[src/rtl/core/uartrf_pkg.sv]
package uartrf_pkg;

   // Field widths of the request and response words.
   localparam int CMD_W   = 2;
   localparam int IDX_W   = 4;
   localparam int DATA_W  = 32;
   localparam int BYTE_W  = 8;
   localparam int SPACE_W = 7;

   // Receive FIFO depth used when the top level is not told otherwise.
   localparam int DEF_FIFO_DEPTH = 64;

   // Register map, word indexes.
   localparam int REG_COUNT = 12;
   localparam logic [IDX_W-1:0] R_CON    = 4'd1;
   localparam logic [IDX_W-1:0] R_FCON   = 4'd2;
   localparam logic [IDX_W-1:0] R_TRSTAT = 4'd4;
   localparam logic [IDX_W-1:0] R_ERSTAT = 4'd5;
   localparam logic [IDX_W-1:0] R_FSTAT  = 4'd6;
   localparam logic [IDX_W-1:0] R_TXH    = 4'd8;
   localparam logic [IDX_W-1:0] R_RXH    = 4'd9;

   // Register bit fields.
   localparam logic [DATA_W-1:0] TRSTAT_RESET = 32'h0000_0006;
   localparam logic [DATA_W-1:0] ST_RX_READY  = 32'h0000_0001;
   localparam logic [DATA_W-1:0] ST_TX_EMPTY  = 32'h0000_0006;
   localparam logic [DATA_W-1:0] FS_FULL_BIT  = 32'h0000_0040;
   localparam int                FS_COUNT_W   = 6;
   localparam logic [1:0]        CON_MODE_ON  = 2'b01;

   // Request command codes; code 3 is unused.
   typedef enum logic [CMD_W-1:0] {
      CMD_READ  = 2'd0,
      CMD_WRITE = 2'd1,
      CMD_RECV  = 2'd2
   } cmd_type;

   // Commands from the controller to the datapath.
   typedef struct packed {
      logic capture;   // latch the request word and start the FIFO head read
      logic execute;   // update the register state and load the response
   } ctrl_cmd_type;

endpackage

[src/rtl/core/uartrf_if.sv]
interface uartrf_req_if;
   import uartrf_pkg::*;

   logic              valid;
   logic              ready;
   logic [CMD_W-1:0]  command;
   logic [IDX_W-1:0]  register_index;
   logic [DATA_W-1:0] write_data;
   logic [BYTE_W-1:0] rx_byte;

   modport source (output valid, command, register_index, write_data, rx_byte,
                   input ready);
   modport sink   (input valid, command, register_index, write_data, rx_byte,
                   output ready);
endinterface

interface uartrf_rsp_if;
   import uartrf_pkg::*;

   logic               valid;
   logic               ready;
   logic [DATA_W-1:0]  read_data;
   logic               tx_valid;
   logic [BYTE_W-1:0]  tx_byte;
   logic               rx_irq;
   logic               tx_irq;
   logic [SPACE_W-1:0] rx_space;

   modport source (output valid, read_data, tx_valid, tx_byte, rx_irq, tx_irq, rx_space,
                   input ready);
   modport sink   (input valid, read_data, tx_valid, tx_byte, rx_irq, tx_irq, rx_space,
                   output ready);
endinterface

interface uartrf_csr_if;
   logic valid;
   logic ready;
   logic data;

   modport source (output valid, data, input ready);
   modport sink   (input valid, data, output ready);
endinterface

[src/rtl/core/uart_register_file_rx_fifo_core.sv]
// UART register side with a receive FIFO. Every request word is a bus read,
// a bus write or a byte arriving from the serial line, and each one produces
// exactly one response word. On acceptance the word is latched and the FIFO
// head entry is read from the receive memory, whose read data is registered;
// then, in the execute state, the register state is updated and the response
// register is loaded. A new request is taken in the same cycle that the
// pending response is taken, so no new word enters before the last response
// has been taken; the execute state exists for the registered read port of
// the receive FIFO memory. The link_present setting is written through the
// csr channel, which is always ready; the user must write it only while no
// request is in flight, as the block does not enforce this. The receive
// memory needs no clearing pass, as its head data is used only once filled.
module uart_register_file_rx_fifo_core #(
   parameter int FIFO_DEPTH = uartrf_pkg::DEF_FIFO_DEPTH
) (
   input  logic         clock,
   input  logic         reset,
   uartrf_req_if.sink   req_if,
   uartrf_rsp_if.source rsp_if,
   uartrf_csr_if.sink   csr_if
);
   import uartrf_pkg::*;

   ctrl_cmd_type cmd;

   // The setting register can be written in any cycle.
   assign csr_if.ready = 1'b1;

   // The controller sequences each word: capture, execute, then hold the
   // response until the sink takes it.
   uartrf_ctrl u_ctrl (
      .clock     (clock),
      .reset     (reset),
      .req_valid (req_if.valid),
      .req_ready (req_if.ready),
      .rsp_valid (rsp_if.valid),
      .rsp_ready (rsp_if.ready),
      .cmd       (cmd)
   );

   // The datapath holds the register file, the FIFO pointers, the receive
   // memory and the response register.
   uartrf_dp #(
      .FIFO_DEPTH (FIFO_DEPTH)
   ) u_dp (
      .clock              (clock),
      .reset              (reset),
      .cmd                (cmd),
      .csr_write          (csr_if.valid && csr_if.ready),
      .csr_data           (csr_if.data),
      .req_command        (req_if.command),
      .req_register_index (req_if.register_index),
      .req_write_data     (req_if.write_data),
      .req_rx_byte        (req_if.rx_byte),
      .rsp_read_data      (rsp_if.read_data),
      .rsp_tx_valid       (rsp_if.tx_valid),
      .rsp_tx_byte        (rsp_if.tx_byte),
      .rsp_rx_irq         (rsp_if.rx_irq),
      .rsp_tx_irq         (rsp_if.tx_irq),
      .rsp_rx_space       (rsp_if.rx_space)
   );

endmodule

[src/rtl/core/uartrf_ram.sv]
module uartrf_ram #(
   parameter int WIDTH = 8,
   parameter int DEPTH = 64
) (
   input  logic                     clock,
   input  logic                     wr_en,
   input  logic [$clog2(DEPTH)-1:0] wr_addr,
   input  logic [WIDTH-1:0]         wr_data,
   input  logic                     rd_en,
   input  logic [$clog2(DEPTH)-1:0] rd_addr,
   output logic [WIDTH-1:0]         rd_data
);

   logic [WIDTH-1:0] mem [DEPTH];
   logic [WIDTH-1:0] rd_data_ff;

   always_ff @(posedge clock) begin
      if (wr_en) begin
         mem[wr_addr] <= wr_data;
      end
      if (rd_en) begin
         rd_data_ff <= mem[rd_addr];
      end
   end

   assign rd_data = rd_data_ff;

endmodule

[src/rtl/core/uartrf_ctrl.sv]
module uartrf_ctrl (
   input  logic                      clock,
   input  logic                      reset,
   input  logic                      req_valid,
   output logic                      req_ready,
   output logic                      rsp_valid,
   input  logic                      rsp_ready,
   output uartrf_pkg::ctrl_cmd_type  cmd
);
   import uartrf_pkg::*;

   typedef enum logic [1:0] {
      ST_IDLE,
      ST_EXEC,
      ST_RESP
   } state_type;

   state_type state_ff;
   logic      rsp_valid_ff;
   logic      accept;

   // A new word may enter as soon as the pending response leaves.
   assign req_ready = (state_ff == ST_IDLE) || ((state_ff == ST_RESP) && rsp_ready);
   assign accept    = req_valid && req_ready;

   assign cmd.capture = accept;
   assign cmd.execute = (state_ff == ST_EXEC);
   assign rsp_valid   = rsp_valid_ff;

   always_ff @(posedge clock) begin
      if (reset) begin
         state_ff     <= ST_IDLE;
         rsp_valid_ff <= 1'b0;
      end else begin
         case (state_ff)
            ST_IDLE: begin
               if (accept) begin
                  state_ff <= ST_EXEC;
               end
            end
            ST_EXEC: begin
               state_ff     <= ST_RESP;
               rsp_valid_ff <= 1'b1;
            end
            ST_RESP: begin
               if (rsp_ready) begin
                  rsp_valid_ff <= 1'b0;
                  state_ff     <= accept ? ST_EXEC : ST_IDLE;
               end
            end
            default: begin
               state_ff     <= ST_IDLE;
               rsp_valid_ff <= 1'b0;
            end
         endcase
      end
   end

endmodule

[src/rtl/core/uartrf_dp.sv]
module uartrf_dp #(
   parameter int FIFO_DEPTH = uartrf_pkg::DEF_FIFO_DEPTH
) (
   input  logic                               clock,
   input  logic                               reset,
   input  uartrf_pkg::ctrl_cmd_type           cmd,
   input  logic                               csr_write,
   input  logic                               csr_data,
   input  logic [uartrf_pkg::CMD_W-1:0]       req_command,
   input  logic [uartrf_pkg::IDX_W-1:0]       req_register_index,
   input  logic [uartrf_pkg::DATA_W-1:0]      req_write_data,
   input  logic [uartrf_pkg::BYTE_W-1:0]      req_rx_byte,
   output logic [uartrf_pkg::DATA_W-1:0]      rsp_read_data,
   output logic                               rsp_tx_valid,
   output logic [uartrf_pkg::BYTE_W-1:0]      rsp_tx_byte,
   output logic                               rsp_rx_irq,
   output logic                               rsp_tx_irq,
   output logic [uartrf_pkg::SPACE_W-1:0]     rsp_rx_space
);
   import uartrf_pkg::*;

   localparam int PTR_W = $clog2(FIFO_DEPTH);
   localparam int CNT_W = $clog2(FIFO_DEPTH + 1);

   // Latched request word.
   logic [CMD_W-1:0]  command_ff;
   logic [IDX_W-1:0]  index_ff;
   logic [DATA_W-1:0] wdata_ff;
   logic [BYTE_W-1:0] rbyte_ff;

   // Architectural state.
   logic [DATA_W-1:0] rf_ff [REG_COUNT];
   logic [DATA_W-1:0] rf_in [REG_COUNT];
   logic [PTR_W-1:0]  head_ff, head_in;
   logic [PTR_W-1:0]  tail_ff, tail_in;
   logic [CNT_W-1:0]  count_ff, count_in;
   logic              rx_on_ff, rx_on_in;
   logic              tx_on_ff, tx_on_in;
   logic              fifo_on_ff, fifo_on_in;
   logic              link_ff;

   // Response register.
   logic [DATA_W-1:0]  rd_ff, rd_in;
   logic               txv_ff, txv_in;
   logic [BYTE_W-1:0]  txb_ff, txb_in;
   logic               rirq_ff, rirq_in;
   logic               tirq_ff, tirq_in;
   logic [SPACE_W-1:0] space_ff, space_in;

   logic              ram_we;
   logic [BYTE_W-1:0] ram_rdata;

   // The head entry is read when the word is captured, so it is ready
   // by the time a pop executes.
   uartrf_ram #(
      .WIDTH (BYTE_W),
      .DEPTH (FIFO_DEPTH)
   ) u_rx_store (
      .clock   (clock),
      .wr_en   (ram_we),
      .wr_addr (tail_ff),
      .wr_data (rbyte_ff),
      .rd_en   (cmd.capture),
      .rd_addr (head_ff),
      .rd_data (ram_rdata)
   );

   always_comb begin
      rf_in      = rf_ff;
      head_in    = head_ff;
      tail_in    = tail_ff;
      count_in   = count_ff;
      rx_on_in   = rx_on_ff;
      tx_on_in   = tx_on_ff;
      fifo_on_in = fifo_on_ff;
      rd_in      = '0;
      txv_in     = 1'b0;
      txb_in     = '0;
      rirq_in    = 1'b0;
      tirq_in    = 1'b0;
      ram_we     = 1'b0;

      case (command_ff)
         CMD_READ: begin
            if (index_ff < IDX_W'(REG_COUNT)) begin
               if (index_ff == R_ERSTAT) begin
                  rd_in           = rf_ff[index_ff];
                  rf_in[R_ERSTAT] = '0;
               end else if (index_ff == R_RXH) begin
                  if (!fifo_on_ff) begin
                     rf_in[R_TRSTAT] = rf_ff[R_TRSTAT] & ~ST_RX_READY;
                     rd_in           = rf_ff[R_RXH];
                  end else if (count_ff != '0) begin
                     rd_in    = DATA_W'(ram_rdata);
                     head_in  = (head_ff == PTR_W'(FIFO_DEPTH - 1)) ? '0 : head_ff + 1'b1;
                     count_in = count_ff - 1'b1;
                     if (count_in == '0) begin
                        rf_in[R_TRSTAT] = rf_ff[R_TRSTAT] & ~ST_RX_READY;
                     end else begin
                        rf_in[R_TRSTAT] = rf_ff[R_TRSTAT] | ST_RX_READY;
                     end
                     rf_in[R_FSTAT] = rf_ff[R_FSTAT] & ~FS_FULL_BIT;
                     rf_in[R_FSTAT][FS_COUNT_W-1:0] = FS_COUNT_W'(count_in);
                  end
               end else begin
                  rd_in = rf_ff[index_ff];
               end
            end
         end
         CMD_WRITE: begin
            if (index_ff < IDX_W'(REG_COUNT)) begin
               if (index_ff == R_CON) begin
                  rf_in[R_CON] = wdata_ff;
                  rx_on_in     = (wdata_ff[1:0] == CON_MODE_ON);
                  tx_on_in     = (wdata_ff[3:2] == CON_MODE_ON);
                  tirq_in      = tx_on_in;
               end else if (index_ff == R_FCON) begin
                  rf_in[R_FCON] = wdata_ff;
                  fifo_on_in    = wdata_ff[0];
               end else if (index_ff == R_TXH) begin
                  // The transmit register is never stored.
                  if (link_ff) begin
                     rf_in[R_TRSTAT] = rf_ff[R_TRSTAT] | ST_TX_EMPTY;
                     txv_in          = 1'b1;
                     txb_in          = wdata_ff[BYTE_W-1:0];
                     tirq_in         = tx_on_ff;
                  end
               end else begin
                  rf_in[index_ff] = wdata_ff;
               end
            end
         end
         CMD_RECV: begin
            if (rx_on_ff) begin
               if (fifo_on_ff) begin
                  if (count_ff < CNT_W'(FIFO_DEPTH)) begin
                     ram_we   = cmd.execute;
                     tail_in  = (tail_ff == PTR_W'(FIFO_DEPTH - 1)) ? '0 : tail_ff + 1'b1;
                     count_in = count_ff + 1'b1;
                     rirq_in  = 1'b1;
                     if (count_in == CNT_W'(FIFO_DEPTH)) begin
                        rf_in[R_FSTAT] = rf_ff[R_FSTAT] | FS_FULL_BIT;
                     end
                     rf_in[R_FSTAT][FS_COUNT_W-1:0] = FS_COUNT_W'(count_in);
                     rf_in[R_TRSTAT] = rf_ff[R_TRSTAT] | ST_RX_READY;
                  end
               end else begin
                  rf_in[R_RXH]    = DATA_W'(rbyte_ff);
                  rirq_in         = 1'b1;
                  rf_in[R_TRSTAT] = rf_ff[R_TRSTAT] | ST_RX_READY;
               end
            end
         end
         default: begin
            // Unused command: no state change, only the space figure.
         end
      endcase

      space_in = fifo_on_in ? (SPACE_W'(FIFO_DEPTH) - SPACE_W'(count_in)) : SPACE_W'(1);
   end

   // Request word and response fields: payload only.
   always_ff @(posedge clock) begin
      if (cmd.capture) begin
         command_ff <= req_command;
         index_ff   <= req_register_index;
         wdata_ff   <= req_write_data;
         rbyte_ff   <= req_rx_byte;
      end
      if (cmd.execute) begin
         rd_ff    <= rd_in;
         txv_ff   <= txv_in;
         txb_ff   <= txb_in;
         rirq_ff  <= rirq_in;
         tirq_ff  <= tirq_in;
         space_ff <= space_in;
      end
   end

   always_ff @(posedge clock) begin
      if (reset) begin
         for (int i = 0; i < REG_COUNT; i++) begin
            rf_ff[i] <= '0;
         end
         rf_ff[R_TRSTAT] <= TRSTAT_RESET;
         head_ff    <= '0;
         tail_ff    <= '0;
         count_ff   <= '0;
         rx_on_ff   <= 1'b0;
         tx_on_ff   <= 1'b0;
         fifo_on_ff <= 1'b0;
         link_ff    <= 1'b1;
      end else begin
         if (cmd.execute) begin
            rf_ff      <= rf_in;
            head_ff    <= head_in;
            tail_ff    <= tail_in;
            count_ff   <= count_in;
            rx_on_ff   <= rx_on_in;
            tx_on_ff   <= tx_on_in;
            fifo_on_ff <= fifo_on_in;
         end
         if (csr_write) begin
            link_ff <= csr_data;
         end
      end
   end

   assign rsp_read_data = rd_ff;
   assign rsp_tx_valid  = txv_ff;
   assign rsp_tx_byte   = txb_ff;
   assign rsp_rx_irq    = rirq_ff;
   assign rsp_tx_irq    = tirq_ff;
   assign rsp_rx_space  = space_ff;

endmodule

[src/flat_wrapper.sv]
// flat-port wrapper written by rule: the top's interface ports become plain ports
module uart_register_file_rx_fifo_core_flat import uartrf_pkg::*;
#(
   parameter int FIFO_DEPTH = uartrf_pkg::DEF_FIFO_DEPTH
)
  (clock, reset, req_if_valid, req_if_command, req_if_register_index, req_if_write_data, req_if_rx_byte, req_if_ready, rsp_if_valid, rsp_if_read_data, rsp_if_tx_valid, rsp_if_tx_byte, rsp_if_rx_irq, rsp_if_tx_irq, rsp_if_rx_space, rsp_if_ready, csr_if_valid, csr_if_data, csr_if_ready);
  uartrf_req_if req_if_i ();
  uartrf_rsp_if rsp_if_i ();
  uartrf_csr_if csr_if_i ();
  input  logic clock;
  input  logic reset;
  input wire logic [$bits(req_if_i.valid)-1:0] req_if_valid;
  input wire logic [$bits(req_if_i.command)-1:0] req_if_command;
  input wire logic [$bits(req_if_i.register_index)-1:0] req_if_register_index;
  input wire logic [$bits(req_if_i.write_data)-1:0] req_if_write_data;
  input wire logic [$bits(req_if_i.rx_byte)-1:0] req_if_rx_byte;
  output wire logic [$bits(req_if_i.ready)-1:0] req_if_ready;
  output wire logic [$bits(rsp_if_i.valid)-1:0] rsp_if_valid;
  output wire logic [$bits(rsp_if_i.read_data)-1:0] rsp_if_read_data;
  output wire logic [$bits(rsp_if_i.tx_valid)-1:0] rsp_if_tx_valid;
  output wire logic [$bits(rsp_if_i.tx_byte)-1:0] rsp_if_tx_byte;
  output wire logic [$bits(rsp_if_i.rx_irq)-1:0] rsp_if_rx_irq;
  output wire logic [$bits(rsp_if_i.tx_irq)-1:0] rsp_if_tx_irq;
  output wire logic [$bits(rsp_if_i.rx_space)-1:0] rsp_if_rx_space;
  input wire logic [$bits(rsp_if_i.ready)-1:0] rsp_if_ready;
  input wire logic [$bits(csr_if_i.valid)-1:0] csr_if_valid;
  input wire logic [$bits(csr_if_i.data)-1:0] csr_if_data;
  output wire logic [$bits(csr_if_i.ready)-1:0] csr_if_ready;
  assign req_if_i.valid = req_if_valid;
  assign req_if_i.command = req_if_command;
  assign req_if_i.register_index = req_if_register_index;
  assign req_if_i.write_data = req_if_write_data;
  assign req_if_i.rx_byte = req_if_rx_byte;
  assign req_if_ready = req_if_i.ready;
  assign rsp_if_valid = rsp_if_i.valid;
  assign rsp_if_read_data = rsp_if_i.read_data;
  assign rsp_if_tx_valid = rsp_if_i.tx_valid;
  assign rsp_if_tx_byte = rsp_if_i.tx_byte;
  assign rsp_if_rx_irq = rsp_if_i.rx_irq;
  assign rsp_if_tx_irq = rsp_if_i.tx_irq;
  assign rsp_if_rx_space = rsp_if_i.rx_space;
  assign rsp_if_i.ready = rsp_if_ready;
  assign csr_if_i.valid = csr_if_valid;
  assign csr_if_i.data = csr_if_data;
  assign csr_if_ready = csr_if_i.ready;
  uart_register_file_rx_fifo_core #(.FIFO_DEPTH(FIFO_DEPTH)) u_core (.clock(clock), .reset(reset), .req_if(req_if_i), .rsp_if(rsp_if_i), .csr_if(csr_if_i));
endmodule
[config.mk]
export PLATFORM = sky130hd
export DESIGN_NAME = uart_register_file_rx_fifo_core_flat
export DESIGN_NICKNAME = d
export VERILOG_FILES = /design/src/rtl/core/uartrf_pkg.sv /design/src/rtl/core/uartrf_if.sv /design/src/rtl/core/uart_register_file_rx_fifo_core.sv /design/src/rtl/core/uartrf_ram.sv /design/src/rtl/core/uartrf_ctrl.sv /design/src/rtl/core/uartrf_dp.sv /design/src/flat_wrapper.sv
export SDC_FILE = /design/constraint.sdc
export NUM_CORES = 2
export LEC_CHECK = 0
export BUFFER_PORTS_ARGS = -buffer_cell sky130_fd_sc_hd__buf_4
export CORE_UTILIZATION = 25
export DETAILED_ROUTE_END_ITERATION = 10
export GPL_ROUTABILITY_DRIVEN = 1
export GPL_TIMING_DRIVEN = 1
export SKIP_LAST_GASP = 1
export SLEW_MARGIN = 25
export SYNTH_ARGS = -nofsm -noshare
export SYNTH_HDL_FRONTEND = slang
export SYNTH_SLANG_ARGS = --single-unit
[constraint.sdc]
create_clock -name clock -period 4.44 [get_ports clock]
set_input_delay 0.444 -clock clock [delete_from_list [all_inputs] [get_ports clock]]
set_output_delay 0.444 -clock clock [all_outputs]
set_load 0.05 [all_outputs]
# Word-level counts from Yosys, hierarchy flattened
# Memories as Yosys holds them, arrays and structs flattened. A register that Yosys moved wholly into a read port is not among the register bits.
# Cells that the tools add are included.
[totals] regBits=506 ramBits=512 input_bits=52 elab_cells=202 memories=1
[mem_list] memory="u_core.u_dp.u_rx_store.mem" words=64 word_bits=8 rd=1 rd_ports_with_merged_regs=1 write_ports=1 line="uartrf_ram.sv:14" source="logic [WIDTH-1:0] mem [DEPTH];"
[classes] addsub=5 magnitude_cmp=4 eq_ne=37 muxes=78 n_bitwise=11 reduce_logical=31
[op_table] operator="256-bit two-way mux" count=3
[op_table] operator="32-bit two-way mux" count=15
[op_table] operator="384-bit bitwise mux" count=1
[op_table] operator="224-bit two-way mux" count=1
[op_table] operator="32-bit case mux with 3 select lines" count=2
[op_table] operator="32-bit binary-select mux with 4-bit select" count=1
[op_table] operator="32-bit demux with 4-bit select" count=1
[op_table] operator="32-bit case mux with 2 select lines" count=2
[op_table] operator="7-bit two-way mux" count=16
[op_table] operator="96-bit two-way mux" count=1
[op_table] operator="65-bit two-way mux" count=1
[op_table] operator="2-bit inequality test, second input constant" count=21
[op_table] operator="8-bit AND reduction" count=4
[op_table] operator="1-bit two-way mux" count=25
[op_table] operator="15-bit AND reduction" count=1
[op_table] operator="5-bit AND reduction" count=3
[op_table] operator="7-bit case mux with 2 select lines" count=1
[op_table] operator="14-bit AND reduction" count=1
[op_table] operator="6-bit by 1-bit adder with 6-bit output, second input constant" count=2
[op_table] operator="6-bit == test, second input constant" count=2
[op_table] operator="6-bit two-way mux" count=2
[op_table] operator="12-bit AND reduction" count=1
[op_table] operator="1-bit inverter" count=10
[op_table] operator="2-bit AND reduction" count=5
[op_table] operator="33 further kinds" count=44

# Logic depth before layout (Yosys ltp)
[logic_depth] word_depth=11 ltp_mapped=12 mapped_depth_nobuf=11

# Cells and area by module
# From an unflattened synthesis, not the netlist that was laid out.
[unflattened] cells_unflattened=3432 area_unflattened_um2=42470.7
[modules_own_cells] module="uartrf_dp" n_inst=1 cells_each=2444 area_each_um2=22041.1
[modules_own_cells] module="uartrf_ram" n_inst=1 cells_each=972 area_each_um2=20270.7
[modules_own_cells] module="uartrf_ctrl" n_inst=1 cells_each=14 area_each_um2=147.6
[modules_own_cells] module="uart_register_file_rx_fifo_core" n_inst=1 cells_each=2 area_each_um2=11.3

# Worst setup path before layout
# OpenSTA, ideal clock, no wires.
[synth_timing] path_type="input -> register" startpoint="in rsp_if_ready" endpoint="reg u_core.u_dp.command_ff[0], enable pin" setup_ns=0.417 t_arrival_ns=2.719 path_slack_ns=1.304 stages=3 n_path_buf=0 cell_sequence="inv_1 -> a21oi_1 -> and2_1"
[synth_lines] element="from (decl)" line="flat_wrapper.sv:25" source="input wire logic [$bits(rsp_if_i.ready)-1:0] rsp_if_ready;"
[synth_lines] element="to (signal assigned)" line="uartrf_dp.sv:165" source="command_ff <= req_command;"
[synth_lines] element="to (decl)" line="uartrf_dp.sv:26" source="logic [CMD_W-1:0] command_ff;"

# Worst setup path after layout
[layout_timing] startpoint="reg u_core.u_dp.command_ff[0]" endpoint="mem u_core.u_dp.u_rx_store.mem[48][4], enable pin"
[layout_between] elab_chain_cells=4
[layout_lines] element="2-bit == test" line="uartrf_dp.sv:83" source="case (command_ff)"
[layout_lines] element="1-bit two-way mux" line="uartrf_dp.sv:83"
[layout_lines] element="1-bit two-way mux" line="uartrf_ram.sv:18" source="if (wr_en) begin"
[layout_lines] element="1-bit two-way mux (not written as such)" line="uartrf_ram.sv:19" source="mem[wr_addr] <= wr_data;"
[layout_lines] element="to (decl)" line="uartrf_ram.sv:14"
# Every way passes these cells.

==> parameters.txt <==
Parameter                              Value

Critical path
  Highest cell delay on the worst timing path ... 0.69 ns
  Critical Path, Cell by Cell ... inv_1 -> ha_1 -> inv_1 -> nor4_1 -> nand2_1 -> nor2_1 -> nand3_1 -> nor2_1
  Max stage delay cell, worst path ... sky130_fd_sc_hd__nor2_1
  CP Data Arrival Time ... ~4.0 ns
  Worst Path Max Fanout ... 8
  Launching point of the worst reg2reg path ... u_core.u_dp.command_ff[0]$_DFFE_PP_
  CP startpoint kind ... flip-flop
  Endpoint type of the worst setup path ... flip-flop
  Reg-to-reg setup timing slack ... just under 0.8 ns
  Count of buffering cells on the critical path with inverters included ... 2
  Data required time at the worst endpoint ... 4.76 ns
  Worst setup startpoint ... u_core.u_dp.command_ff[0]$_DFFE_PP_
  Type of the worst setup path ... flip-flop to flip-flop
  Cell type group with the largest total delay on the critical path ... simple AND/OR/NAND/NOR gates

Timing
  Final number of hold-violating endpoints ... 0
  Final Skew ... 0.0368 ns
  Worst setup margin ... 0.775 ns
  Slew @ Worst Pin ... 1.09 ns
  Number of max-slew violations in the final report ... 0
  Fmax achieved ... 273 MHz
  Setup repair after global routing missed its margin ... no
  Min Tclk post-route ... 3.67 ns
  Number of failing setup endpoints in the final timing report ... 0
  Final Cycle Share ... between 80% and 90%
  Setup TNS after final layout ... 0 ns
  Tightest slew margin relative to the limit ... 27.3%

Clock network
  Clock latency of the later-clocked register in the worst-skew pair ... about 0.7 ns
  Buffers from clock root to sink, at most ... 3
  CTS root buf ... sky130_fd_sc_hd__clkbuf_16
  # resized after CTS ... 0
  Total setup buffers inserted after CTS ... 0
  Clock-pin transition on the worst setup and hold timing paths ... around 0.07 ns
  Sink count of the clock tree ... 1026
  Number of buffers inserted during clock tree synthesis ... 96
  Clock tree from TritonCTS ... yes
  Number of H-tree levels ... 3
  Hold buffer count at CTS ... 49

Yosys
  Number of flops mapped to enable cells by yosys ... 616
  Post-synth ARST share ... 0%
  Yosys warnings ... 0
  Unique masters post-synth ... 66
  Synth top area share ... 44.1%
  Commonest cells post-synth ... sky130_fd_sc_hd__edfxtp_1 (616), sky130_fd_sc_hd__nand2_1 (603), sky130_fd_sc_hd__dfxtp_1 (410), sky130_fd_sc_hd__a21oi_1 (379), sky130_fd_sc_hd__mux4_2 (227)
  Cell count after synthesis ... 3239
  Area of the mapped netlist ... 0.0419 mm^2
  Syn Nets ... around 3300
  Post-synth top flop ... sky130_fd_sc_hd__edfxtp_1
  Post-Synthesis Mean Instance Area ... roughly 13 um^2
  Dominant cell by count in the synthesized netlist ... sky130_fd_sc_hd__edfxtp_1
  Sequential-to-total area share from yosys stat ... 63.7%
  Largest cells by area after synthesis ... sky130_fd_sc_hd__edfxtp_1 (44%), sky130_fd_sc_hd__dfxtp_1 (20%), sky130_fd_sc_hd__mux4_2 (12%)
  Synth Register Bits ... just over 1000
  Most area-hungry cell type in the Yosys netlist ... sky130_fd_sc_hd__edfxtp_1

Detailed routing
  Iteration-0 DRC Markers ... approximately 2800
  Number of search-and-repair iterations in the first detailed-routing pass ... 6
  DR vias ... ~26000
  Detailed Route WL ... about 120000 um
  Residual antenna-violating net count after detailed routing ... 0
  Number of design rule violations left after detail routing ... 0
  Number of vias per cell ... about 4.8
  Post-detailed-route wirelength per cell ... 20.7 um

Layout
  Count of placed standard cells in the final layout, fillers left out ... 5555
  Diodes inserted ... 0
  Number of inserted filler cells in the final layout ... ~16000
  Count of nets after finishing ... around 3400
  Fraction of layout instances using a drive strength above 1 ... 17.8%
  Area growth from synthesis to layout ... 16.0%

Power and ir drop
  Pint ... 0.0149 W
  Reg power frac ... 53.3%
  Power density over the cells ... between 300 and 400 mW/mm^2
  Highest ir drop seen on vdd ... 0.305 mV
  Proportion of power drawn by the clock network ... 42.4%
  Switch Pwr ... roughly 0.0044 W
  Fraction of power spent switching nets ... 22.8%
  Total leakage power ... 15.2 nW
  Power share of the combinational group ... 4.3%

Run status
  Outcome ... finished, final reports clean

Placement
  Port bufs ... 103
  Half-perimeter wire length of the detailed placement result ... 68600 um
  Worst slack at placement ... approximately 0.80 ns
  Routability-driven placement congestion ratio ... 0.811
  Placed insts ... 5327

Floorplan
  Die height ... 411 um
  Effective utilization at floorplan ... 25.3%
  Die Width ... about 400 um
  Num ports ... 105
  Core Region ... 0.166 mm^2
  Row count ... ~150
  Die area ... 0.169 mm^2

GRT
  Via count of the first global-routing pass ... roughly 26000
  Number of antenna violations at the first check in global routing ... 2
  Pin count of the biggest net entering global routing ... between 150 and 200
  Gr ovfl total ... 0
  Overall global routing resource usage ... 13.4%
  Wire length of the first global-routing pass ... 172000 um

Worst hold path
  Hold crit path type ... primary input to flip-flop
  Start point of the worst min-delay path ... reset

Flow run
  Number of maximum-capacitance constraint violations ... 0
==> metal layers <==
layer	share of wire [%]	GRT usage, %
met1	45	19.0
met4	2.2	3.19
met3	5.9	1.79
met2	47	21.5
met5	0	0
==> placed cells by master, fill, tap and decap left out, types with 49 or more instances in the layout <==
master / count
sky130_fd_sc_hd__mux2i_1: 77
sky130_fd_sc_hd__dfxtp_1: 407
sky130_fd_sc_hd__clkbuf_16: 99
sky130_fd_sc_hd__nand2_1: 602
sky130_fd_sc_hd__edfxtp_1: 616
sky130_fd_sc_hd__mux4_2: 227
sky130_fd_sc_hd__a21oi_1: 378
sky130_fd_sc_hd__nor2b_1: 57
sky130_fd_sc_hd__dlygate4sd3_1: 49
sky130_fd_sc_hd__nor2_1: 178
sky130_fd_sc_hd__nand3_1: 76
sky130_fd_sc_hd__buf_4: 166
==> kinds of logic after synthesis <==
group	after synthesis	share of synthesized area, %
adder cells (fa/ha/maj)	13	0.388
other	1	0.00895
flip-flops	1026	63.7
multiplexers	330	14.7
AO/OA/AOI/OAI	514	7.03
XOR/XNOR	25	0.522
AND/OR/NAND/NOR	1036	10.7
buffers and inverters	294	2.90
==> power groups by stage <==
stage	Combinational [W]	Sequential, W	Clock (W)
2_1_floorplan	0.000438	0.0105	0
3_3_place_gp	0.000795	0.0105	0
3_5_place_dp	0.000805	0.0105	0
4_1_cts	0.000842	0.0103	0.00835
5_1_grt	0.000891	0.0103	0.00870
6_report	0.000835	0.0103	0.00819
==> worst register-to-register path, stage by stage, from the launching register on <==
cell and delay (ns):
sky130_fd_sc_hd__edfxtp_1 0.44, sky130_fd_sc_hd__inv_1 0.14, sky130_fd_sc_hd__ha_1 0.28, sky130_fd_sc_hd__inv_1 0.09
sky130_fd_sc_hd__nor4_1 0.59, sky130_fd_sc_hd__nand2_1 0.36, sky130_fd_sc_hd__nor2_1 0.38, sky130_fd_sc_hd__nand3_1 0.31
sky130_fd_sc_hd__nor2_1 0.69
==> registers in the layout, indices dropped and copies added, names as in the netlist, 2 cells and up <==
register	count
u_core.u_ctrl.state_ff	2
u_core.u_dp.command_ff	2
u_core.u_dp.count_ff	7
u_core.u_dp.head_ff	6
u_core.u_dp.index_ff	4
u_core.u_dp.rbyte_ff	8
u_core.u_dp.rf_ff	384
u_core.u_dp.rsp_read_data	32
u_core.u_dp.rsp_rx_space	7
u_core.u_dp.rsp_tx_byte	8
u_core.u_dp.tail_ff	6
u_core.u_dp.u_rx_store.mem	512
u_core.u_dp.u_rx_store.rd_data	8
u_core.u_dp.wdata_ff	32
==> stage by stage <==
| step | total power [W] | hold WS [ns] | util (%) | instance area, um^2 |
|---|---|---|---|---|
| 2_1_floorplan | 0.0109 | 0.429 | - | 41900 |
| 4_1_cts | 0.0195 | 0.112 | 29.3 | 48600 |
| 6_report | 0.0193 | 0.150 | 29.3 | 48600 |
| 5_1_grt | 0.0199 | 0.143 | 29.3 | 48600 |
| 3_5_place_dp | 0.0113 | 0.443 | 27.2 | 45000 |
| 3_3_place_gp | 0.0113 | 0.436 | 27.2 | 45000 |
==> path summary, 6_finish.rpt <==
check / endpoint / depth (start not counted)
worst min-delay path: u_core.u_dp.tail_ff[4]$_SDFFE_PP0P_ / 2
worst min register to register: u_core.u_dp.rf_ff[86]$_SDFFE_PP0P_ / 2
worst max-delay path: u_core.u_dp.u_rx_store.mem[48][4]$_DFFE_PP_ / 8
worst max register to register: u_core.u_dp.u_rx_store.mem[48][4]$_DFFE_PP_ / 8
==> final cells by class <==
class	count	area, um^2	share of cell area, %
inverters	17	65.1	0.134
multi-input cells	1919	14100	28.9
repair buffers	225	1930	3.96
flip-flops and latches	1026	26700	54.9
clock buffers	126	2650	5.45
well taps	2189	2740	5.63
clock inverters	53	458	0.942
Note: power is estimated with default switching activity, not from simulation.
